File: config.mk
export PLATFORM = sky130hd
export DESIGN_NAME = tlv_datapoint_extractor
export DESIGN_NICKNAME = d
export VERILOG_FILES = /design/src/rtl/tde_pkg.sv /design/src/rtl/tde_in_reg.sv /design/src/rtl/tde_parser.sv /design/src/rtl/tde_out_reg.sv /design/src/rtl/tlv_datapoint_extractor.sv
export SDC_FILE = /design/constraint.sdc
export NUM_CORES = 1
export LEC_CHECK = 0
export BUFFER_PORTS_ARGS = -buffer_cell sky130_fd_sc_hd__buf_4
export CAP_MARGIN = 20
export CORE_UTILIZATION = 50
export CTS_BUF_LIST = sky130_fd_sc_hd__clkbuf_4 sky130_fd_sc_hd__clkbuf_8
export CTS_CLUSTER_DIAMETER = 80
export CTS_CLUSTER_SIZE = 40
export DETAILED_ROUTE_END_ITERATION = 7
export PLACE_DENSITY_LB_ADDON = 0.1
export REMOVE_ABC_BUFFERS = 1
export SYNTH_ARGS = -nofsm -noshare
export SYNTH_HDL_FRONTEND = slang
export SYNTH_SLANG_ARGS = --single-unit
File: constraint.sdc
create_clock -name aclk -period 3.2 [get_ports aclk]
set_input_delay 0.16 -clock aclk [delete_from_list [all_inputs] [get_ports aclk]]
set_output_delay 0.16 -clock aclk [all_outputs]
set_load 0.005 [all_outputs]
File: src/rtl/tde_pkg.sv
// Shared types and constants for the TLV record scanner.
// Beat structs, parse phase and status codes; no dependencies.
package tde_pkg;

    // Bytes at or above this position are not parsed (range 7 .. 65535).
    localparam int MAX_PAYLOAD_BYTES = 1024;
    // Leading bytes skipped before the first record (range 0 .. 16).
    localparam int HEADER_SKIP = 2;
    // Shorter payloads always report not found.
    localparam int MIN_PAYLOAD_BYTES = 7;

    typedef enum logic [2:0] {
        PH_HEADER  = 3'd0,
        PH_ID      = 3'd1,
        PH_TYPE    = 3'd2,
        PH_SIZE_HI = 3'd3,
        PH_SIZE_LO = 3'd4,
        PH_VALUE   = 3'd5,
        PH_SKIP    = 3'd6,
        PH_DONE    = 3'd7
    } phase_t;

    typedef enum logic [1:0] {
        ST_NOT_FOUND = 2'd0,
        ST_FOUND     = 2'd1,
        ST_BAD_SIZE  = 2'd2,
        ST_TRUNCATED = 2'd3
    } status_t;

    typedef struct packed {
        logic [7:0] payload_byte;
        logic       end_of_payload;
        logic [7:0] wanted_id;
    } in_beat_t;

    typedef struct packed {
        status_t     status;
        logic [7:0]  record_type;
        logic [15:0] record_size;
        logic [31:0] record_value;
    } out_beat_t;

endpackage

File: src/rtl/tde_in_reg.sv
// Input register stage of the TLV record scanner.
// Holds one accepted beat until the parser takes it; uses tde_pkg.
module tde_in_reg (
    input  logic              aclk,
    input  logic              aresetn,
    input  logic              s_valid,
    output logic              s_ready,
    input  tde_pkg::in_beat_t s_data,
    output logic              q_valid,
    output tde_pkg::in_beat_t q_data,
    input  logic              q_take
);

    logic              valid_reg;
    logic              valid_next;
    tde_pkg::in_beat_t data_reg;

    assign s_ready = !valid_reg || q_take;

    always_comb begin
        valid_next = valid_reg;
        if (s_ready) begin
            valid_next = s_valid;
        end
    end

    always_ff @(posedge aclk) begin
        if (!aresetn) begin
            valid_reg <= 1'b0;
        end else begin
            valid_reg <= valid_next;
        end
    end

    always_ff @(posedge aclk) begin
        if (s_valid && s_ready) begin
            data_reg <= s_data;
        end
    end

    assign q_valid = valid_reg;
    assign q_data  = data_reg;

endmodule

File: src/rtl/tde_parser.sv
// Record walker of the TLV record scanner: parse phase, counters and capture.
// Updates once per taken beat and forms the result on the last byte; uses tde_pkg.
module tde_parser (
    input  logic               aclk,
    input  logic               aresetn,
    input  logic               take,
    input  tde_pkg::in_beat_t  beat,
    output logic               res_valid,
    output tde_pkg::out_beat_t res_data
);

    tde_pkg::phase_t  phase_reg, phase_next, ph_parsed, eff_phase;
    tde_pkg::status_t status_reg, status_next, status_p, st_out;
    logic [15:0] pos_reg, pos_next;
    logic [15:0] rem_reg, rem_next, rem_p;
    logic        match_reg, match_next, match_p;
    logic [7:0]  type_reg, type_next, type_p;
    logic [15:0] size_reg, size_next, size_p;
    logic [31:0] acc_reg, acc_next, acc_p;

    logic        parse_en;
    logic [15:0] size_word;
    logic [15:0] rem_dec;
    logic        size_ok;
    logic        long_enough;

    assign parse_en  = pos_reg < 16'(tde_pkg::MAX_PAYLOAD_BYTES);
    assign size_word = {rem_reg[15:8], beat.payload_byte};
    assign rem_dec   = rem_reg - 16'd1;
    assign size_ok   = (size_word == 16'd1) || (size_word == 16'd2) || (size_word == 16'd4);
    // kept count is min(pos + 1, MAX) and MAX is never below the minimum
    assign long_enough = pos_reg >= 16'(tde_pkg::MIN_PAYLOAD_BYTES - 1);

    // Header falls through to the id byte in the same beat once skipped.
    always_comb begin
        eff_phase = phase_reg;
        if (phase_reg == tde_pkg::PH_HEADER && pos_reg >= 16'(tde_pkg::HEADER_SKIP)) begin
            eff_phase = tde_pkg::PH_ID;
        end
    end

    // Next phase for one parsed byte
    always_comb begin
        ph_parsed = phase_reg;
        if (parse_en) begin
            unique case (eff_phase)
                tde_pkg::PH_HEADER:  ph_parsed = tde_pkg::PH_HEADER;
                tde_pkg::PH_ID:      ph_parsed = tde_pkg::PH_TYPE;
                tde_pkg::PH_TYPE:    ph_parsed = tde_pkg::PH_SIZE_HI;
                tde_pkg::PH_SIZE_HI: ph_parsed = tde_pkg::PH_SIZE_LO;
                tde_pkg::PH_SIZE_LO: begin
                    if (match_reg) begin
                        ph_parsed = size_ok ? tde_pkg::PH_VALUE : tde_pkg::PH_DONE;
                    end else begin
                        ph_parsed = (size_word == 16'd0) ? tde_pkg::PH_ID : tde_pkg::PH_SKIP;
                    end
                end
                tde_pkg::PH_VALUE: begin
                    ph_parsed = (rem_dec == 16'd0) ? tde_pkg::PH_DONE : tde_pkg::PH_VALUE;
                end
                tde_pkg::PH_SKIP: begin
                    ph_parsed = (rem_dec == 16'd0) ? tde_pkg::PH_ID : tde_pkg::PH_SKIP;
                end
                tde_pkg::PH_DONE:    ph_parsed = tde_pkg::PH_DONE;
                default:             ph_parsed = phase_reg;
            endcase
        end
    end

    // Counters and capture for one parsed byte
    always_comb begin
        match_p  = match_reg;
        type_p   = type_reg;
        size_p   = size_reg;
        rem_p    = rem_reg;
        acc_p    = acc_reg;
        status_p = status_reg;
        if (parse_en) begin
            case (eff_phase)
                tde_pkg::PH_ID: begin
                    match_p = beat.payload_byte == beat.wanted_id;
                end
                tde_pkg::PH_TYPE: begin
                    if (match_reg) begin
                        type_p = beat.payload_byte;
                    end
                end
                tde_pkg::PH_SIZE_HI: begin
                    rem_p = {beat.payload_byte, 8'h00};
                    if (match_reg) begin
                        size_p = {beat.payload_byte, 8'h00};
                    end
                end
                tde_pkg::PH_SIZE_LO: begin
                    rem_p = size_word;
                    if (match_reg) begin
                        size_p = size_word;
                        if (size_ok) begin
                            acc_p = 32'd0;
                        end else begin
                            status_p = tde_pkg::ST_BAD_SIZE;
                        end
                    end
                end
                tde_pkg::PH_VALUE: begin
                    acc_p = {acc_reg[23:0], beat.payload_byte};
                    rem_p = rem_dec;
                    if (rem_dec == 16'd0) begin
                        status_p = tde_pkg::ST_FOUND;
                    end
                end
                tde_pkg::PH_SKIP: begin
                    rem_p = rem_dec;
                end
                default: begin
                end
            endcase
        end
    end

    // Result from the state as it stands after the last byte
    always_comb begin
        case (ph_parsed) inside
            tde_pkg::PH_DONE: st_out = status_p;
            tde_pkg::PH_TYPE, tde_pkg::PH_SIZE_HI, tde_pkg::PH_SIZE_LO,
            tde_pkg::PH_VALUE: st_out = tde_pkg::ST_TRUNCATED;
            default: st_out = tde_pkg::ST_NOT_FOUND;
        endcase
        if (!long_enough) begin
            st_out = tde_pkg::ST_NOT_FOUND;
        end
        res_data.status       = st_out;
        res_data.record_type  = 8'd0;
        res_data.record_size  = 16'd0;
        res_data.record_value = 32'd0;
        if (st_out != tde_pkg::ST_NOT_FOUND && match_p) begin
            res_data.record_type = type_p;
            res_data.record_size = size_p;
        end
        if (st_out == tde_pkg::ST_FOUND) begin
            res_data.record_value = acc_p;
        end
    end

    assign res_valid = take && beat.end_of_payload;

    // Last byte returns everything to the reset state for the next payload
    always_comb begin
        phase_next  = phase_reg;
        status_next = status_reg;
        pos_next    = pos_reg;
        rem_next    = rem_reg;
        match_next  = match_reg;
        type_next   = type_reg;
        size_next   = size_reg;
        acc_next    = acc_reg;
        if (take) begin
            if (beat.end_of_payload) begin
                phase_next  = tde_pkg::PH_HEADER;
                status_next = tde_pkg::ST_NOT_FOUND;
                pos_next    = 16'd0;
                rem_next    = 16'd0;
                match_next  = 1'b0;
                type_next   = 8'd0;
                size_next   = 16'd0;
                acc_next    = 32'd0;
            end else begin
                phase_next  = ph_parsed;
                status_next = status_p;
                pos_next    = (pos_reg == 16'hFFFF) ? pos_reg : pos_reg + 16'd1;
                rem_next    = rem_p;
                match_next  = match_p;
                type_next   = type_p;
                size_next   = size_p;
                acc_next    = acc_p;
            end
        end
    end

    always_ff @(posedge aclk) begin
        if (!aresetn) begin
            phase_reg  <= tde_pkg::PH_HEADER;
            status_reg <= tde_pkg::ST_NOT_FOUND;
            pos_reg    <= 16'd0;
            rem_reg    <= 16'd0;
            match_reg  <= 1'b0;
            type_reg   <= 8'd0;
            size_reg   <= 16'd0;
            acc_reg    <= 32'd0;
        end else begin
            phase_reg  <= phase_next;
            status_reg <= status_next;
            pos_reg    <= pos_next;
            rem_reg    <= rem_next;
            match_reg  <= match_next;
            type_reg   <= type_next;
            size_reg   <= size_next;
            acc_reg    <= acc_next;
        end
    end

endmodule

File: src/rtl/tde_out_reg.sv
// Result register of the TLV record scanner.
// Holds one result beat until the consumer takes it; uses tde_pkg.
module tde_out_reg (
    input  logic               aclk,
    input  logic               aresetn,
    input  logic               load,
    input  tde_pkg::out_beat_t load_data,
    output logic               m_valid,
    input  logic               m_ready,
    output tde_pkg::out_beat_t m_data
);

    logic               valid_reg;
    logic               valid_next;
    tde_pkg::out_beat_t data_reg;

    always_comb begin
        valid_next = valid_reg;
        if (load) begin
            valid_next = 1'b1;
        end else if (m_ready) begin
            valid_next = 1'b0;
        end
    end

    always_ff @(posedge aclk) begin
        if (!aresetn) begin
            valid_reg <= 1'b0;
        end else begin
            valid_reg <= valid_next;
        end
    end

    always_ff @(posedge aclk) begin
        if (load) begin
            data_reg <= load_data;
        end
    end

    assign m_valid = valid_reg;
    assign m_data  = data_reg;

endmodule

File: src/rtl/tlv_datapoint_extractor.sv
// Top level of the TLV record scanner: input register, record walker, result register.
// Depends on tde_pkg, tde_in_reg, tde_parser and tde_out_reg.
//
//  channel | ports                     | beat
//  --------+---------------------------+------------------------------------------
//  input   | s_valid s_ready s_data    | one payload byte, last marker, wanted id
//  result  | m_valid m_ready m_data    | status, type, size, value; one per payload
//
// One payload byte per cycle, unless a held result stalls the last byte of a payload.
// A result is registered in the result register when the walker takes its last byte.
// aresetn is synchronous and clears both valid bits and the walker state.
// A result held by the consumer stalls the input only once the last byte of the
// next payload reaches the walker; the earlier bytes of that payload keep flowing.
module tlv_datapoint_extractor (
    input  logic               aclk,
    input  logic               aresetn,
    input  logic               s_valid,
    output logic               s_ready,
    input  tde_pkg::in_beat_t  s_data,
    output logic               m_valid,
    input  logic               m_ready,
    output tde_pkg::out_beat_t m_data
);

    logic               q_valid;
    tde_pkg::in_beat_t  q_data;
    logic               q_take;
    logic               res_valid;
    tde_pkg::out_beat_t res_data;

    // Advance unless this beat makes a result and the result slot is still held
    assign q_take = q_valid && (!q_data.end_of_payload || !m_valid || m_ready);

    tde_in_reg u_in_reg (
        .aclk    (aclk),
        .aresetn (aresetn),
        .s_valid (s_valid),
        .s_ready (s_ready),
        .s_data  (s_data),
        .q_valid (q_valid),
        .q_data  (q_data),
        .q_take  (q_take)
    );

    tde_parser u_parser (
        .aclk      (aclk),
        .aresetn   (aresetn),
        .take      (q_take),
        .beat      (q_data),
        .res_valid (res_valid),
        .res_data  (res_data)
    );

    tde_out_reg u_out_reg (
        .aclk      (aclk),
        .aresetn   (aresetn),
        .load      (res_valid),
        .load_data (res_data),
        .m_valid   (m_valid),
        .m_ready   (m_ready),
        .m_data    (m_data)
    );

endmodule

; ---- Yosys cells after proc, flatten, opt, wreduce, memory -nomap -nowiden
; Index checks and enable logic that the tools add are counted.
[word_totals]
elab_cells = 112
ff_bits = 171
out_inout_bits = 60
inputBits = 21
[classes]
n_reduce_logical = 27
n_addsub = 2
n_eq_ne = 20
order_cmp = 3
mux = 42
[op_table]
columns = op, n
row1 = $mux 16, 8
row2 = $mux 32, 4
row3 = $pmux 32 s2, 1
row4 = $pmux 16 s3, 1
row5 = $logic_not 16->1, 2
row6 = $mux 8, 4
row7 = $pmux 16 s2, 1
row8 = $pmux 3 s8, 1
row9 = $eq 3x3->1 const B, 7
row10 = $mux 2, 10
row11 = $mux 3, 6
row12 = $add 16x1->16 const B, 1
row13 = $eq 16x1->1 const B, 1
row14 = $eq 16x16->1 const B, 1
row15 = $eq 16x2->1 const B, 1
row16 = $eq 16x3->1 const B, 1
row17 = $ge 16x2->1 const B, 1
row18 = $ge 16x3->1 const B, 1
row19 = $lt 16x11->1 const B, 1
row20 = $sub 16x1->16 const B, 1
row21 = $eq 3x2->1 const B, 4
row22 = $eq 8x8->1, 1
row23 = $logic_not 3->1, 2
row24 = $reduce_bool 2->1, 3
row25 = 15 further kinds, 30

; ---- Depth between registers and ports, before layout
[depth]
depth_word = 14
ltp_mapped = 12
mapped_depth_nobuf = 9

; ---- Cells and area by module
; A second synthesis with hierarchy kept.
[hier_totals]
hier_cells = 840
area_unflattened_um2 = 8525.7
[modules_own_cells]
columns = module, area_each_um2, seq_area_each_um2, cells_each, instances
row1 = tde_parser, 6163.4, 1881.8, 755, 1
row2 = tde_out_reg, 1783.0, 1761.7, 61, 1
row3 = tde_in_reg, 568.0, 530.5, 22, 1
row4 = tlv_datapoint_extractor, 11.3, 0.0, 2, 1

; ---- Worst setup path after synthesis
; OpenSTA, ideal clock, no wires.
[synth_timing]
path_kind = reg2reg
start = register u_parser.rem_reg[0]
end = register u_out_reg.data_reg (netlist bit u_out_reg.m_data[52]) (data pin)
synth_period_minus_slack_ns = 3.060
arrival_ns = 2.798
t_required_ns = 2.938
path_buffers = 2
path_stages_with_launch = 12
setup_time_ns = 0.262
setup_slack_ns = 0.140
cell_sequence = dfxtp_1 -> buf_6 -> inv_1 -> ha_1 -> nor3b_1 -> nand2_1 -> xor2_1 -> nand4b_4 -> or4_4 -> a221oi_4 -> buf_6 -> nor3_1
[synth_via]
elab_chain_len = 12
elab_cells_between_ends = 20
classes_between = add/sub (1) / eq/ne (5) / mux (10) / reduce/logical (4)
[synth_lines]
columns = element, line
row1 = from (decl), tde_parser.sv:15  ; logic [15:0] rem_reg, rem_next, rem_p;
row2 = from (signal assigned), tde_parser.sv:194  ; rem_reg <= rem_next;
row3 = $sub 16x1->16 (*), tde_parser.sv:29  ; assign rem_dec = rem_reg - 16'd1;
row4 = $logic_not 16->1 (*), "tde_parser.sv:59, tde_parser.sv:62, tde_parser.sv:108"
row5 = $mux 3 / $mux 2 (equally long branches), "tde_parser.sv:62, tde_parser.sv:59"
row6 = $pmux 3 s8, tde_parser.sv:46  ; unique case (eff_phase)
row7 = $mux 3, tde_parser.sv:45  ; if (parse_en) begin
row8 = $eq 3x3->1 (no source line) / $eq 3x2->1 (equally long branches), --
row9 = $reduce_or 4->1, tde_parser.sv:123  ; case (ph_parsed) inside
row10 = $mux 2, tde_parser.sv:123
row11 = $mux 2 (*), tde_parser.sv:123
row12 = $mux 2 (*), tde_parser.sv:129  ; if (!long_enough) begin
row13 = $reduce_bool 2->1 (*), tde_parser.sv:136  ; if (st_out != tde_pkg::ST_NOT_FOUND && match_p) begin
row14 = $logic_and 1x1->1 (*), tde_parser.sv:136
row15 = to (signal assigned), tde_out_reg.sv:36  ; data_reg <= load_data;
row16 = to (decl), tde_out_reg.sv:15  ; tde_pkg::out_beat_t data_reg;
; Mark *: on every way between the ends. The rest lies on a longest branch, timed or not.
; A chain may end at the register's enable or synchronous reset.

; ---- Worst setup path in the final report
[layout_timing]
start = register u_parser.rem_reg[0]
end = register u_out_reg.data_reg (netlist bit u_out_reg.m_data[26]) (data pin)
[layout_via]
elab_chain_len = 11
elab_cells_between_ends = 19
classes_between = add/sub (1) / eq/ne (6) / mux (10) / reduce/logical (2)
[layout_lines]
columns = element, line
row1 = $sub 16x1->16 (*), tde_parser.sv:29
row2 = $logic_not 16->1 (*), "tde_parser.sv:59, tde_parser.sv:62, tde_parser.sv:108"
row3 = $mux 3 / $mux 2 (equally long branches), "tde_parser.sv:62, tde_parser.sv:59"
row4 = $pmux 3 s8, tde_parser.sv:46
row5 = $mux 3, tde_parser.sv:45
row6 = $eq 3x3->1 (no source line) / $eq 3x2->1 (equally long branches), --
row7 = $reduce_or 4->1, tde_parser.sv:123
row8 = $mux 2, tde_parser.sv:123
row9 = $mux 2 (*), tde_parser.sv:123
row10 = $mux 2 (*), tde_parser.sv:129
row11 = $eq 2x1->1 (*), tde_parser.sv:140  ; if (st_out == tde_pkg::ST_FOUND) begin
; Marks and branches as above.

==> metrics.txt <==
outcome=finished clean; Diodes inserted=0; Fmax=0.329 GHz; Pwr Total=4.20 mW; crit end category=register; port bufs=80; Worst path depth=10; asr flop ratio synth=0%; gr usage total=25.0%; final worst-path cycle share=94.9%; dpl cell area=9640 um^2; register area share after synthesis=48.1%; routed wire length=21,800 um; synthesized area per cell=10.2 um^2; vias in the first global route=6,584; min Tclk post-route=3040 ps; area growth from synthesis to layout=18.2%; ANT nets after route=0; highest fanout seen on the critical path=32; Post-Layout Inst Area=10,300 um^2; CP Cell Sequence=inv_1, ha_1, buf_4, o21bai_1, a311oi_1, a21o_1, nand2_1, or4_4, a21o_4, nor4_2; Seq cells post-synth=171; clock root cell=clkbuf_8; WS Path Type=reg -> reg; worst reg2reg path endpoint=u_out_reg.m_data[26]$_SDFFCE_PP0P_; R2R Path Start=u_parser.rem_reg[0]$_SDFFE_PN0P_; starting DRC count in detailed routing=550; PD cells=410 nW/um^2; Startpoint Class=register; Worst-path clk slew=90 ps; max reg flops=58; htree depth=4; CTS buffer count=17; ys flop type=dfxtp_1; setup repair after global routing missed its margin=no; area of the die=17,900 um^2; Slew HR=29.4%; worst hold path type=in -> reg; Final GP Congestion=0.910; Vias/cell=6.04; Pleak=3.50 nW; family with the most delay on the worst path=compound AO/OA/AOI/OAI gates; YS warnings=0; WL/cell=18.4 um; Worst-Skew Late Latency=460 ps; Post-DP HPWL=14,900 um; I/O Pins=81; Post-Synthesis Cells=852; share of the synthesized area in the top cell type=26.0%; largest net degree at the start of global routing=84; FP Rows=47; highest-count cells in the layout ignoring fill and taps=buf_4 (124), a22oi_1 (101), dfxtp_1 (96); worst hold path cell count=2; synth top area cells=edfxtp_1 (26%), dfxtp_1 (22%), a22oi_1 (8.7%); synth unique cells=68; slowest stage delay, CP=540 ps; Post-synth EDFFs=75; chip width=134 um; Worst Clk Skew=17.7 ps; Hold EP=u_parser.rem_reg[7]$_SDFFE_PN0P_; Initial Util=51.7%; CTS Buffer Depth=2; CTS tree=done; critical path buffer and inverter count=2; Vias=7,127; worst path arrival time=3320 ps; most common cell after layout, fill and taps aside=buf_4; Req. time, crit path=3480 ps; worst hold start=aresetn; synthesized cell area=8670 um^2; chip height=134 um; first-pass GRT wire length=34,600 um; max cap viols=0; maximum VDD drop=0.314 mV; Slew @ Worst Pin=1060 ps; area of the core=16,800 um^2; Slowest-stage cell, CP=or4_4; Hold Vio Cnt, Final=0; number of iterations in the first detailed-routing pass=7; Nets=971; initial antenna violation count=0; R2R setup slack=160 ps; drt drc=0; cell count of the worst reg-to-reg path=10; gr ovfl total=0; final setup fails=0; Yosys top cell by area=edfxtp_1; clk sinks=171; Slew Limit Fails=0; share of layout cells above drive strength 1=22.6%
==> worst register-to-register path, stage by stage, from the launching register on <==
cell and delay (ps):
dfxtp_1 400, inv_1 70, ha_1 200, buf_4 160
o21bai_1 180, a311oi_1 310, a21o_1 160, nand2_1 80
or4_4 540, a21o_4 390, nor4_2 360
==> how the worst max path moves through the flow <==
stage	start	endpoint	slack [ps]
after floorplan	u_parser.phase_reg[2]$_SDFFE_PN0P_	u_out_reg.m_data[0]$_SDFFCE_PP0P_	-1190
after global placement	u_parser.rem_reg[0]$_SDFFE_PN0P_	u_out_reg.m_data[1]$_SDFFCE_PP0P_	270
after detailed placement	u_parser.rem_reg[0]$_SDFFE_PN0P_	u_out_reg.m_data[26]$_SDFFCE_PP0P_	140
after CTS	u_parser.rem_reg[0]$_SDFFE_PN0P_	u_out_reg.m_data[26]$_SDFFCE_PP0P_	120
after global routing	u_parser.rem_reg[8]$_SDFFE_PN0P_	u_out_reg.m_data[1]$_SDFFCE_PP0P_	4
final	u_parser.rem_reg[0]$_SDFFE_PN0P_	u_out_reg.m_data[26]$_SDFFCE_PP0P_	160
==> stage by stage <==
step                      hold WS, ps  TNS (ps)  std cells  util, %  worst slack, ps
final                             258         0       1180     61.2              162
after global routing              278         0       1180     61.2             3.88
after CTS                         263         0       1178     61.1              124
after detailed placement          339         0       1127     57.5              139
after global placement            338         0       1127     57.5              268
after floorplan                   259    -78260        781        -            -1190
==> per-layer routing <==
layer	wire length, um	vias up	track usage (%)
li1	-	3393	-
met1	9470	3432	32.2
met2	10700	263	42.4
met3	1140	39	4.95
met4	461	0	7.83
met5	0	-	0
==> what timing repair did <==
action | 4_1_cts | 5_1_grt
endpoints found under the hold margin | 19 | 0
hold buffers | 19 | 0
buffers inserted | 0 | 1
setup endpoints to repair | 0 | 8
gates resized for setup | 0 | 0
==> power by group <==
part	internal (mW)	leakage, nW	switching (mW)
Clock	0.753	0.198	0.812
Sequential	2.30	1.53	0.0224
Combinational	0.142	1.78	0.174
==> final cells by class <==
type                    count  area (um^2)
inverters                  16         60.1
repair buffers            147         1200
well taps                 220          275
multi-input cells         594         4140
flip-flops and latches    171         4170
fillers                  1389         6510
clock buffers              20          269
clock inverters            12          138
==> cell families (layout without fill, tap and decap cells) <==
group	after synthesis	after routing	share of synthesized area, %
compound gates	224	224	19.2
xor+xnor	29	29	2.93
fa+ha+maj	3	3	0.433
buf+inv	87	195	4.54
flops	171	171	48.1
mux	9	9	1.15
simple gates	329	329	23.6
==> synthesized netlist by cell type, drive strengths merged, types with 8 or more instances <==
cell and instances:
a22oi 101, dfxtp 96, edfxtp 75, nor2b 75, nand2 52, clkbuf 51, nor2 42, nor4 42
nor3 35, o21ai 25, nand3 23, buf 20, a21oi 17, a22o 16, inv 16, o211ai 16
xnor2 16, xor2 13, nand4 12, and2 11, nand2b 10, mux2 8, or3 8
Note: power is estimated with default switching activity, not from simulation.
